--- src/hdl/dsrp_pkg.sv ---
package dsrp_pkg;

  localparam int unsigned DEF_SLOT_COUNT = 4;
  localparam int unsigned TIME_W = 32;
  localparam int unsigned LINK_W = 3;
  localparam int unsigned CFG_IDX_W = 1;

  localparam logic [LINK_W-1:0] MIN_LINKS = 3'd2;
  localparam logic [TIME_W-1:0] INTERVAL_RESET = 32'd10000;

  typedef enum logic [1:0] {
    MODE_OFF   = 2'd0,
    MODE_AUTO  = 2'd1,
    MODE_SMART = 2'd2
  } rotate_mode_e;

  typedef enum logic [0:0] {
    OP_TICK = 1'b0,
    OP_PEEK = 1'b1
  } op_e;

  typedef enum logic [CFG_IDX_W-1:0] {
    REG_ROTATE_MODE     = 1'b0,
    REG_ROTATE_INTERVAL = 1'b1
  } reg_idx_e;

  typedef struct packed {
    logic [1:0]        rotate_mode;
    logic [TIME_W-1:0] rotate_interval_ms;
  } dsrp_cfg_t;

  typedef struct packed {
    logic slot_changed;
    logic wake_display;
    logic refresh_request;
    logic clear_finish_hold;
  } dsrp_flags_t;

endpackage

--- src/hdl/dsrp_cfg.sv ---
module dsrp_cfg (
  input  logic                               clk_i,
  input  logic                               rst_ni,
  input  logic                               cfg_valid_i,
  output logic                               cfg_ready_o,
  input  logic [dsrp_pkg::CFG_IDX_W-1:0]     cfg_index_i,
  input  logic [dsrp_pkg::TIME_W-1:0]        cfg_data_i,
  output dsrp_pkg::dsrp_cfg_t                cfg_o
);
  import dsrp_pkg::*;

  logic [1:0]        mode_q, mode_d;
  logic [TIME_W-1:0] interval_q, interval_d;

  assign cfg_ready_o = 1'b1;

  always_comb begin
    mode_d     = mode_q;
    interval_d = interval_q;
    if (cfg_valid_i && cfg_ready_o) begin
      case (cfg_index_i)
        REG_ROTATE_MODE:     mode_d = cfg_data_i[1:0];
        REG_ROTATE_INTERVAL: interval_d = cfg_data_i;
        default: begin
          mode_d     = mode_q;
          interval_d = interval_q;
        end
      endcase
    end
  end

  always_ff @(posedge clk_i or negedge rst_ni) begin
    if (!rst_ni) begin
      mode_q     <= MODE_OFF;
      interval_q <= INTERVAL_RESET;
    end else begin
      mode_q     <= mode_d;
      interval_q <= interval_d;
    end
  end

  assign cfg_o.rotate_mode        = mode_q;
  assign cfg_o.rotate_interval_ms = interval_q;

endmodule

--- src/hdl/dsrp_core.sv ---
module dsrp_core #(
  parameter int unsigned SLOT_COUNT = dsrp_pkg::DEF_SLOT_COUNT,
  localparam int unsigned SW = $clog2(SLOT_COUNT)
) (
  input  logic                              clk_i,
  input  logic                              rst_ni,
  input  logic                              advance_i,
  input  dsrp_pkg::dsrp_cfg_t               cfg_i,
  input  logic                              operation_i,
  input  logic [dsrp_pkg::TIME_W-1:0]       now_ms_i,
  input  logic [SLOT_COUNT-1:0]             configured_mask_i,
  input  logic [SLOT_COUNT-1:0]             connected_mask_i,
  input  logic [SLOT_COUNT-1:0]             active_mask_i,
  input  logic                              sleep_screen_i,
  input  logic [dsrp_pkg::LINK_W-1:0]       link_count_i,
  output logic [SW-1:0]                     shown_slot_o,
  output dsrp_pkg::dsrp_flags_t             flags_o
);
  import dsrp_pkg::*;

  logic [SW-1:0]         shown_q, shown_d;
  logic [TIME_W-1:0]     last_q, last_d;
  logic [TIME_W-1:0]     hold_q, hold_d;

  logic [SLOT_COUNT-1:0] cfg_m, con_m, act_m, step_mask;
  logic [SW:0]           cand;
  logic [SW-1:0]         step_idx, low_idx;
  logic                  step_found;
  logic                  smart_path, act_single, act_has_shown;
  logic [TIME_W-1:0]     hold_diff, elapsed;
  logic                  hold_open, elapsed_ok, rot_en;

  assign cfg_m = configured_mask_i;
  assign con_m = connected_mask_i & cfg_m;
  assign act_m = active_mask_i & cfg_m;

  assign smart_path    = (cfg_i.rotate_mode == MODE_SMART) && (act_m != '0);
  assign act_single    = (act_m != '0) && ((act_m & (act_m - SLOT_COUNT'(1))) == '0);
  assign act_has_shown = act_m[shown_q];

  assign hold_diff  = hold_q - now_ms_i;
  assign hold_open  = (hold_q != '0) && (hold_diff != '0) && !hold_diff[TIME_W-1];
  assign elapsed    = now_ms_i - last_q;
  assign elapsed_ok = elapsed >= cfg_i.rotate_interval_ms;
  assign rot_en     = (cfg_i.rotate_mode != MODE_OFF) && (link_count_i >= MIN_LINKS);

  always_comb begin
    if (operation_i == OP_PEEK) begin
      step_mask = cfg_m;
    end else if (smart_path) begin
      step_mask = act_m;
    end else begin
      step_mask = con_m;
    end
  end

  always_comb begin
    step_found = 1'b0;
    step_idx   = shown_q;
    cand       = '0;
    for (int a = SLOT_COUNT - 1; a >= 1; a--) begin
      cand = {1'b0, shown_q} + (SW+1)'(a);
      if (cand >= (SW+1)'(SLOT_COUNT)) begin
        cand = cand - (SW+1)'(SLOT_COUNT);
      end
      if (step_mask[cand[SW-1:0]]) begin
        step_found = 1'b1;
        step_idx   = cand[SW-1:0];
      end
    end
  end

  always_comb begin
    low_idx = '0;
    for (int i = SLOT_COUNT - 1; i >= 0; i--) begin
      if (act_m[i]) begin
        low_idx = SW'(i);
      end
    end
  end

  always_comb begin
    shown_d = shown_q;
    last_d  = last_q;
    hold_d  = hold_q;
    flags_o = '0;
    if (operation_i == OP_PEEK) begin
      if (step_found) begin
        shown_d                   = step_idx;
        last_d                    = now_ms_i;
        hold_d                    = now_ms_i + cfg_i.rotate_interval_ms;
        flags_o.refresh_request   = 1'b1;
        flags_o.clear_finish_hold = 1'b1;
      end
    end else if (rot_en && !(sleep_screen_i && (act_m == '0))) begin
      flags_o.wake_display = sleep_screen_i;
      if (!hold_open) begin
        if (smart_path) begin
          if (act_single || !act_has_shown) begin
            shown_d = low_idx;
            last_d  = now_ms_i;
          end else if (elapsed_ok) begin
            if (step_found) begin
              shown_d = step_idx;
            end
            last_d = now_ms_i;
          end
        end else if ((con_m != '0) && elapsed_ok) begin
          if (step_found) begin
            shown_d = step_idx;
          end
          last_d = now_ms_i;
        end
      end
    end
    flags_o.slot_changed = (shown_d != shown_q);
  end

  assign shown_slot_o = shown_d;

  always_ff @(posedge clk_i or negedge rst_ni) begin
    if (!rst_ni) begin
      shown_q <= '0;
      last_q  <= '0;
      hold_q  <= '0;
    end else if (advance_i) begin
      shown_q <= shown_d;
      last_q  <= last_d;
      hold_q  <= hold_d;
    end
  end

endmodule

--- src/hdl/display_slot_rotation_policy.sv ---
// Path: an accepted input transfer is captured in the stage-1 input registers; the result
// is loaded from them into the output register when the output side is not stalled.
// Throughput: one item per cycle while the output is not stalled; the slot state
// register is updated together with the result register, so the next item sees it at once.
// Reset: asynchronous, active low; clears valid flags and slot state, sets mode to off
// and the interval to 10000 ms. The block accepts items as soon as reset is released.
module display_slot_rotation_policy #(
  parameter int unsigned SLOT_COUNT = dsrp_pkg::DEF_SLOT_COUNT,
  localparam int unsigned SW = $clog2(SLOT_COUNT)
) (
  input  logic                            clk_i,
  input  logic                            rst_ni,
  input  logic                            cfg_valid_i,
  output logic                            cfg_ready_o,
  input  logic [dsrp_pkg::CFG_IDX_W-1:0]  cfg_index_i,
  input  logic [dsrp_pkg::TIME_W-1:0]     cfg_data_i,
  input  logic                            in_valid_i,
  output logic                            in_stall_o,
  input  logic                            operation_i,
  input  logic [dsrp_pkg::TIME_W-1:0]     now_ms_i,
  input  logic [SLOT_COUNT-1:0]           configured_mask_i,
  input  logic [SLOT_COUNT-1:0]           connected_mask_i,
  input  logic [SLOT_COUNT-1:0]           active_mask_i,
  input  logic                            sleep_screen_i,
  input  logic [dsrp_pkg::LINK_W-1:0]     link_count_i,
  output logic                            out_valid_o,
  input  logic                            out_stall_i,
  output logic [SW-1:0]                   shown_slot_o,
  output logic                            slot_changed_o,
  output logic                            wake_display_o,
  output logic                            refresh_request_o,
  output logic                            clear_finish_hold_o
);
  import dsrp_pkg::*;

  dsrp_cfg_t             cfg;
  logic                  s1_valid_q, s1_valid_d;
  logic                  op_q;
  logic [TIME_W-1:0]     now_q;
  logic [SLOT_COUNT-1:0] conf_q, conn_q, act_q;
  logic                  sleep_q;
  logic [LINK_W-1:0]     links_q;
  logic                  load, advance;
  logic                  out_valid_q, out_valid_d;
  logic [SW-1:0]         shown_slot_q, shown_next;
  dsrp_flags_t           flags_q, flags_next;

  dsrp_cfg u_cfg (
    .clk_i       (clk_i),
    .rst_ni      (rst_ni),
    .cfg_valid_i (cfg_valid_i),
    .cfg_ready_o (cfg_ready_o),
    .cfg_index_i (cfg_index_i),
    .cfg_data_i  (cfg_data_i),
    .cfg_o       (cfg)
  );

  assign advance    = s1_valid_q && (!out_valid_q || !out_stall_i);
  assign in_stall_o = s1_valid_q && !advance;
  assign load       = in_valid_i && !in_stall_o;

  always_comb begin
    s1_valid_d  = load ? 1'b1 : (advance ? 1'b0 : s1_valid_q);
    out_valid_d = advance ? 1'b1 : (out_stall_i ? out_valid_q : 1'b0);
  end

  always_ff @(posedge clk_i or negedge rst_ni) begin
    if (!rst_ni) begin
      s1_valid_q  <= 1'b0;
      out_valid_q <= 1'b0;
    end else begin
      s1_valid_q  <= s1_valid_d;
      out_valid_q <= out_valid_d;
    end
  end

  always_ff @(posedge clk_i) begin
    if (load) begin
      op_q    <= operation_i;
      now_q   <= now_ms_i;
      conf_q  <= configured_mask_i;
      conn_q  <= connected_mask_i;
      act_q   <= active_mask_i;
      sleep_q <= sleep_screen_i;
      links_q <= link_count_i;
    end
    if (advance) begin
      shown_slot_q <= shown_next;
      flags_q      <= flags_next;
    end
  end

  dsrp_core #(
    .SLOT_COUNT (SLOT_COUNT)
  ) u_core (
    .clk_i             (clk_i),
    .rst_ni            (rst_ni),
    .advance_i         (advance),
    .cfg_i             (cfg),
    .operation_i       (op_q),
    .now_ms_i          (now_q),
    .configured_mask_i (conf_q),
    .connected_mask_i  (conn_q),
    .active_mask_i     (act_q),
    .sleep_screen_i    (sleep_q),
    .link_count_i      (links_q),
    .shown_slot_o      (shown_next),
    .flags_o           (flags_next)
  );

  assign out_valid_o         = out_valid_q;
  assign shown_slot_o        = shown_slot_q;
  assign slot_changed_o      = flags_q.slot_changed;
  assign wake_display_o      = flags_q.wake_display;
  assign refresh_request_o   = flags_q.refresh_request;
  assign clear_finish_hold_o = flags_q.clear_finish_hold;

endmodule

--- config.mk ---
export PLATFORM = sky130hd
export DESIGN_NAME = display_slot_rotation_policy
export DESIGN_NICKNAME = d
export VERILOG_FILES = /design/src/hdl/dsrp_pkg.sv /design/src/hdl/dsrp_cfg.sv /design/src/hdl/dsrp_core.sv /design/src/hdl/display_slot_rotation_policy.sv
export SDC_FILE = /design/constraint.sdc
export NUM_CORES = 1
export LEC_CHECK = 0
export BUFFER_PORTS_ARGS = -buffer_cell sky130_fd_sc_hd__buf_4
export CAP_MARGIN = 10
export CORE_MARGIN = 8
export CORE_UTILIZATION = 65
export CTS_BUF_LIST = sky130_fd_sc_hd__clkbuf_4 sky130_fd_sc_hd__clkbuf_8
export DETAILED_ROUTE_END_ITERATION = 8
export PLACE_DENSITY = 0.95
export SLEW_MARGIN = 20
export SYNTH_ARGS = -nofsm -noshare
export SYNTH_HDL_FRONTEND = slang
export SYNTH_HIERARCHICAL = 1
export SYNTH_SLANG_ARGS = --single-unit
--- constraint.sdc ---
create_clock -name clk_i -period 10.1 [get_ports clk_i]
set_input_delay 2.02 -clock clk_i [delete_from_list [all_inputs] [get_ports clk_i]]
set_output_delay 2.02 -clock clk_i [all_outputs]
set_load 0.01 [all_outputs]
==> qor.txt, run 1 <==
drt drc = 0
cell count after synthesis = 1270
gpl congestion = 0.931
Inserted Clock Buffers = 17
IO Port Bufs = 93
die area = 23100 um2
leading cell types in the layout, fill and taps excluded = inv_1, ha_1, buf_4
largest net degree at the start of global routing = 63
Fin Setup TNS = 0 ns
Final Hold Viols = 0
Syn Nets = 1485
Final period util = 76.2%
Critical Setup Path Class = flop to flop
syn_area_per_cell = 9.46 um2
CTS Buffer Depth = 2
root cell of the clock tree = clkbuf_8
site row count = 49
CTS tree = yes
post_cts resized = 0
fin. max-slew vios = 0
total setup buffers inserted after CTS = 0
Vias/cell = 6.42
RSZ-0062 raised after global routing = no
most common cell after layout, fill and taps aside = inv_1
Critical Path Start Type = flop
CP max FO = 32
fill count = 1271
Final setup viols = 0
Worst EP arrival = 8.05 ns
overall power = 3.73 mW
DR pass1 iterations = 6
# Max-Cap Violations = 0
Clock Skews = 0.0164 ns
CP endpoint kind = flop
worst hold slack = 0.509 ns
synth warn = 6
mapped cell area = 12000 um2
ant diodes = 0
outcome = completed
Final #Nets = 1575
I/O pin total = 96
relative slew slack = 23.9%
final WL = 30400 um
ANT nets after route = 0
FF/Latch Area = 4180 um2
Num Clock Sinks = 156
DIE HEIGHT = 152 um
Syn-to-layout area delta = 10.7%
Cell Pwr Density = 281 nW/um2
Total GRT Usage = 26.1%
fmax = 130 MHz
worst hold path type = flop to flop
multi-input logic area = 7200 um2
layout cells sized above 1 = 13.8%
CTS Hold Buffers Added = 0
Clock transition at path regs = 0.09 ns
initial core utilization = 66.7%
vias in the first global route = 10400
CP Data Required Time = 10.46 ns
DR WL/cell = 19.0 um
post-route minimum period = 7.69 ns
initial antenna violation count = 0
actual slew at the worst max-slew pin = 1.14 ns
Die X = 152 um
GR Overflow Total = 0
via count = 10300
leak pwr = 6.54 nW
DP Wirelength = 22700 um
initial drt markers = 946
CORE AREA = 18000 um2
H-Tree Depth = 4
Peak VDD IR = 0.170 mV
first-pass GRT wire length = 50700 um
Skew-Pair Late Insertion Delay = 0.47 ns
through the flow:
stage               area [um2]  util (%)  cells  setup slack, ns
finish                   13300      73.8   1602             2.41
global route             13300      73.8   1602             2.17
CTS                      13300      73.8   1602             2.68
detailed placement       12900      71.5   1570             2.73
global placement         12900      71.5   1570             2.76
floorplan                12000         -   1270             4.88
per-layer routing:
layer	track usage (%)	vias up	wire (um)
met1	31.3	4947	12500
met4	9.19	0	765
met5	0	-	0
met2	45.5	448	15000
met3	5.08	73	2080
li1	-	4822	-
state kept, by name (all words and copies together) (netlist names), 2 cells and up:
| name | count |
|---|---|
| act_q | 4 |
| u_core/shown_q | 2 |
| u_core/hold_q | 32 |
| u_cfg/mode_q | 2 |
| now_q | 32 |
| shown_slot_o | 2 |
| links_q | 2 |
| u_cfg/interval_q | 32 |
| conn_q | 4 |
| conf_q | 4 |
| u_core/last_q | 32 |
worst paths after layout:
| check | from | to | slack (ns) | depth (start not counted) |
|---|---|---|---|---|
| worst min register to register | s1_valid_q | out_valid_o | 0.51 | 1 |
| max in group asynchronous | rst_ni | out_valid_o | 7.35 | 2 |
| min in group asynchronous | rst_ni | u_cfg/interval_q[12] | 1.57 | 1 |
| worst max register to register | now_q[1] | u_core/last_q[0] | 2.41 | 20 |
| worst min-delay path | s1_valid_q | out_valid_o | 0.51 | 1 |
| worst max-delay path | now_q[1] | u_core/last_q[0] | 2.41 | 20 |
cell type report:
cell class / count / area share, %
clock buffers: 17 / 1.76
clock inverters: 15 / 1.40
inverters: 128 / 3.61
multi-input cells: 959 / 54.1
flip-flops and latches: 156 / 31.4
well taps: 229 / 2.15
repair buffers: 98 / 5.53
power breakdown:
group / internal (mW) / switching (mW) / total (mW)
logic: 0.964 / 1.29 / 2.26
registers: 0.835 / 0.127 / 0.962
clock network: 0.249 / 0.267 / 0.516
critical path: stages, from the launching register on:
cell and delay [ns]:
edfxtp_1 0.52, ha_1 0.33, nor2b_1 0.12, o21ai_0 0.11, a21boi_0 0.54, o2111ai_1 0.31, a21oi_1 0.41, o21ai_0 0.34
o21ai_0 0.65, xor2_1 0.14, ha_1 0.33, nand2_1 0.10, nor3_1 0.44, nand2_1 0.20, a311oi_1 0.49, o211a_1 0.24
o221ai_1 0.30, a21oi_1 0.46, o31ai_1 0.11, or3_2 0.96, mux2_1 0.49
(Power assumes the default switching activity.)
==> inputs of run 2 (changes only) <==
--- a/config.mk
+++ b/config.mk
@@ -8,10 +8,10 @@
 export BUFFER_PORTS_ARGS = -buffer_cell sky130_fd_sc_hd__buf_4
 export CAP_MARGIN = 10
 export CORE_MARGIN = 8
-export CORE_UTILIZATION = 65
+export CORE_UTILIZATION = 63
 export CTS_BUF_LIST = sky130_fd_sc_hd__clkbuf_4 sky130_fd_sc_hd__clkbuf_8
 export DETAILED_ROUTE_END_ITERATION = 8
-export PLACE_DENSITY = 0.95
+export PLACE_DENSITY = 0.94
 export SLEW_MARGIN = 20
 export SYNTH_ARGS = -nofsm -noshare
 export SYNTH_HDL_FRONTEND = slang
==> constraint.sdc (replaced) <==
create_clock -name clk_i -period 7.35 [get_ports clk_i]
set_input_delay 1.47 -clock clk_i [delete_from_list [all_inputs] [get_ports clk_i]]
set_output_delay 1.47 -clock clk_i [all_outputs]
set_load 0.01 [all_outputs]
==> qor.txt, run 2 (synthesis results as in run 1) <==
beginning of the worst hold path = s1_valid_q
Critical Path Start Type = flop
CTS Hold Buffers Added = 0
slowest stage delay, CP = 0.72 ns
DP Wirelength = 22500 um
CP Data Required Time = 7.72 ns
fin. max-slew vios = 0
# Max-Cap Violations = 0
CP max FO = 16
fmax = 146 MHz
slowest CP cell = o41ai_1
drt drc = 0
initial antenna violation count = 0
DR pass1 iterations = 6
first-pass GRT wire length = 49500 um
Clock Skews = 0.0123 ns
Skew-Pair Late Insertion Delay = 0.47 ns
H-Tree Depth = 4
gpl congestion = 0.929
Final Hold Viols = 0
Vias/cell = 6.34
worst hold path type = flop to flop
CORE AREA = 18700 um2
ant diodes = 0
CTS tree = yes
Syn-to-layout area delta = 10.5%
delay-heaviest family, CP = compound AO/OA/AOI/OAI gates
root cell of the clock tree = clkbuf_8
RR Startpoint = now_q[0]
Hold EP = out_valid_o
vias in the first global route = 10300
post-route minimum period = 6.83 ns
reg-to-reg endpoint = u_core/last_q[15]
most common cell after layout, fill and taps aside = inv_1
total setup buffers inserted after CTS = 0
layout cells sized above 1 = 13.8%
initial core utilization = 64.2%
post-route non-filler standard cell count = 1611
outcome = completed
site row count = 50
I/O pin total = 96
leak pwr = 6.53 nW
initial drt markers = 796
Critical Setup Path Class = flop to flop
Fin Setup TNS = 0 ns
Peak VDD IR = 0.195 mV
r2r setup slk = 0.52 ns
Final period util = 93.0%
Worst Hold Depth = 1
Final #Nets = 1579
DIE HEIGHT = 154 um
Cell Pwr Density = 382 nW/um2
most used cell, CP = a21oi_1
GR Overflow Total = 0
RSZ-0062 raised after global routing = no
via count = 10200
placed insts = 1579
final WL = 29900 um
IO Port Bufs = 93
actual slew at the worst max-slew pin = 1.04 ns
CTS Buffer Depth = 2
Inserted Clock Buffers = 17
Die X = 154 um
post_cts resized = 0
Buf+Inv Stages, Crit Path = 4
Clock transition at path regs = 0.09 ns
ANT nets after route = 0
DR WL/cell = 18.5 um
leading cell types in the layout, fill and taps excluded = inv_1, ha_1, buf_4
Num Clock Sinks = 156
Total GRT Usage = 25.4%
Worst EP arrival = 7.20 ns
largest net degree at the start of global routing = 63
CP endpoint kind = flop
relative slew slack = 30.7%
Final setup viols = 0
die area = 23800 um2
r2r worst-path depth = 26
-- run 2: cell type report --
cell class | instances | area (um2)
Clock inverter | 15 | 123
Sequential cell | 156 | 4180
Timing Repair Buffer | 102 | 766
Inverter | 128 | 480
Tap cell | 234 | 293
Multi-Input combinational cell | 959 | 7200
Clock buffer | 17 | 234
Fill cell | 1331 | 5430
-- run 2: worst max path at each step --
stage | start | to | slack, ns | cells after the start
5_1_grt | now_q[1] | u_core/last_q[15] | 0.17 | 22
4_1_cts | now_q[1] | u_core/last_q[15] | 0.60 | 22
3_5_place_dp | now_q[1] | u_core/last_q[24] | 0.66 | 22
2_1_floorplan | now_q[1] | shown_slot_o[1] | 2.13 | 21
6_report | now_q[0] | u_core/last_q[15] | 0.52 | 26
3_3_place_gp | now_q[1] | u_core/last_q[18] | 0.82 | 22
-- run 2: worst register-to-register path, stage by stage, from the launching register on --
cell and delay (ns):
edfxtp_1 0.41, inv_1 0.08, ha_1 0.21, inv_1 0.07, fa_1 0.21, a21o_1 0.14
a21o_1 0.19, a21oi_1 0.14, o41ai_1 0.72, nand3_1 0.30, a311oi_1 0.52, or3_1 0.19
a21oi_1 0.09, xnor2_1 0.15, ha_1 0.28, nand2_1 0.09, nor3_1 0.40, nand2_1 0.18
a311oi_1 0.50, o211a_1 0.22, o221ai_1 0.19, a21oi_1 0.18, buf_4 0.16, o31ai_1 0.06
or3_2 0.54, buf_4 0.27, mux2i_1 0.25
-- run 2: where the power goes --
group / total [mW] / switching [mW] / leakage (nW) / internal, mW
sequential: 1.32 / 0.169 / 1.72 / 1.15
combinational: 3.13 / 1.78 / 4.63 / 1.35
clock: 0.618 / 0.351 / 0.177 / 0.266
-- run 2: routing by layer --
metal / up-vias / global-route usage, % / share of wire (%)
met2: 411 / 43.5 / 48
met1: 4893 / 31.1 / 42
met3: 77 / 4.76 / 6.5
met5: - / 0 / 0
met4: 0 / 10.2 / 3.0
li1: 4839 / - / -
-- run 2: stage by stage --
stage / worst slack (ns) / area, um2 / power, mW / utilization [%] / hold WS (ns)
3_5_place_dp: 0.663 / 12900 / 4.37 / 69.1 / 0.493
5_1_grt: 0.170 / 13300 / 5.48 / 71.0 / 0.528
3_3_place_gp: 0.817 / 12900 / 4.20 / 69.1 / 0.471
4_1_cts: 0.603 / 13300 / 5.01 / 71.0 / 0.514
6_report: 0.515 / 13300 / 5.07 / 71.0 / 0.507
2_1_floorplan: 2.13 / 12000 / 3.63 / - / 0.467
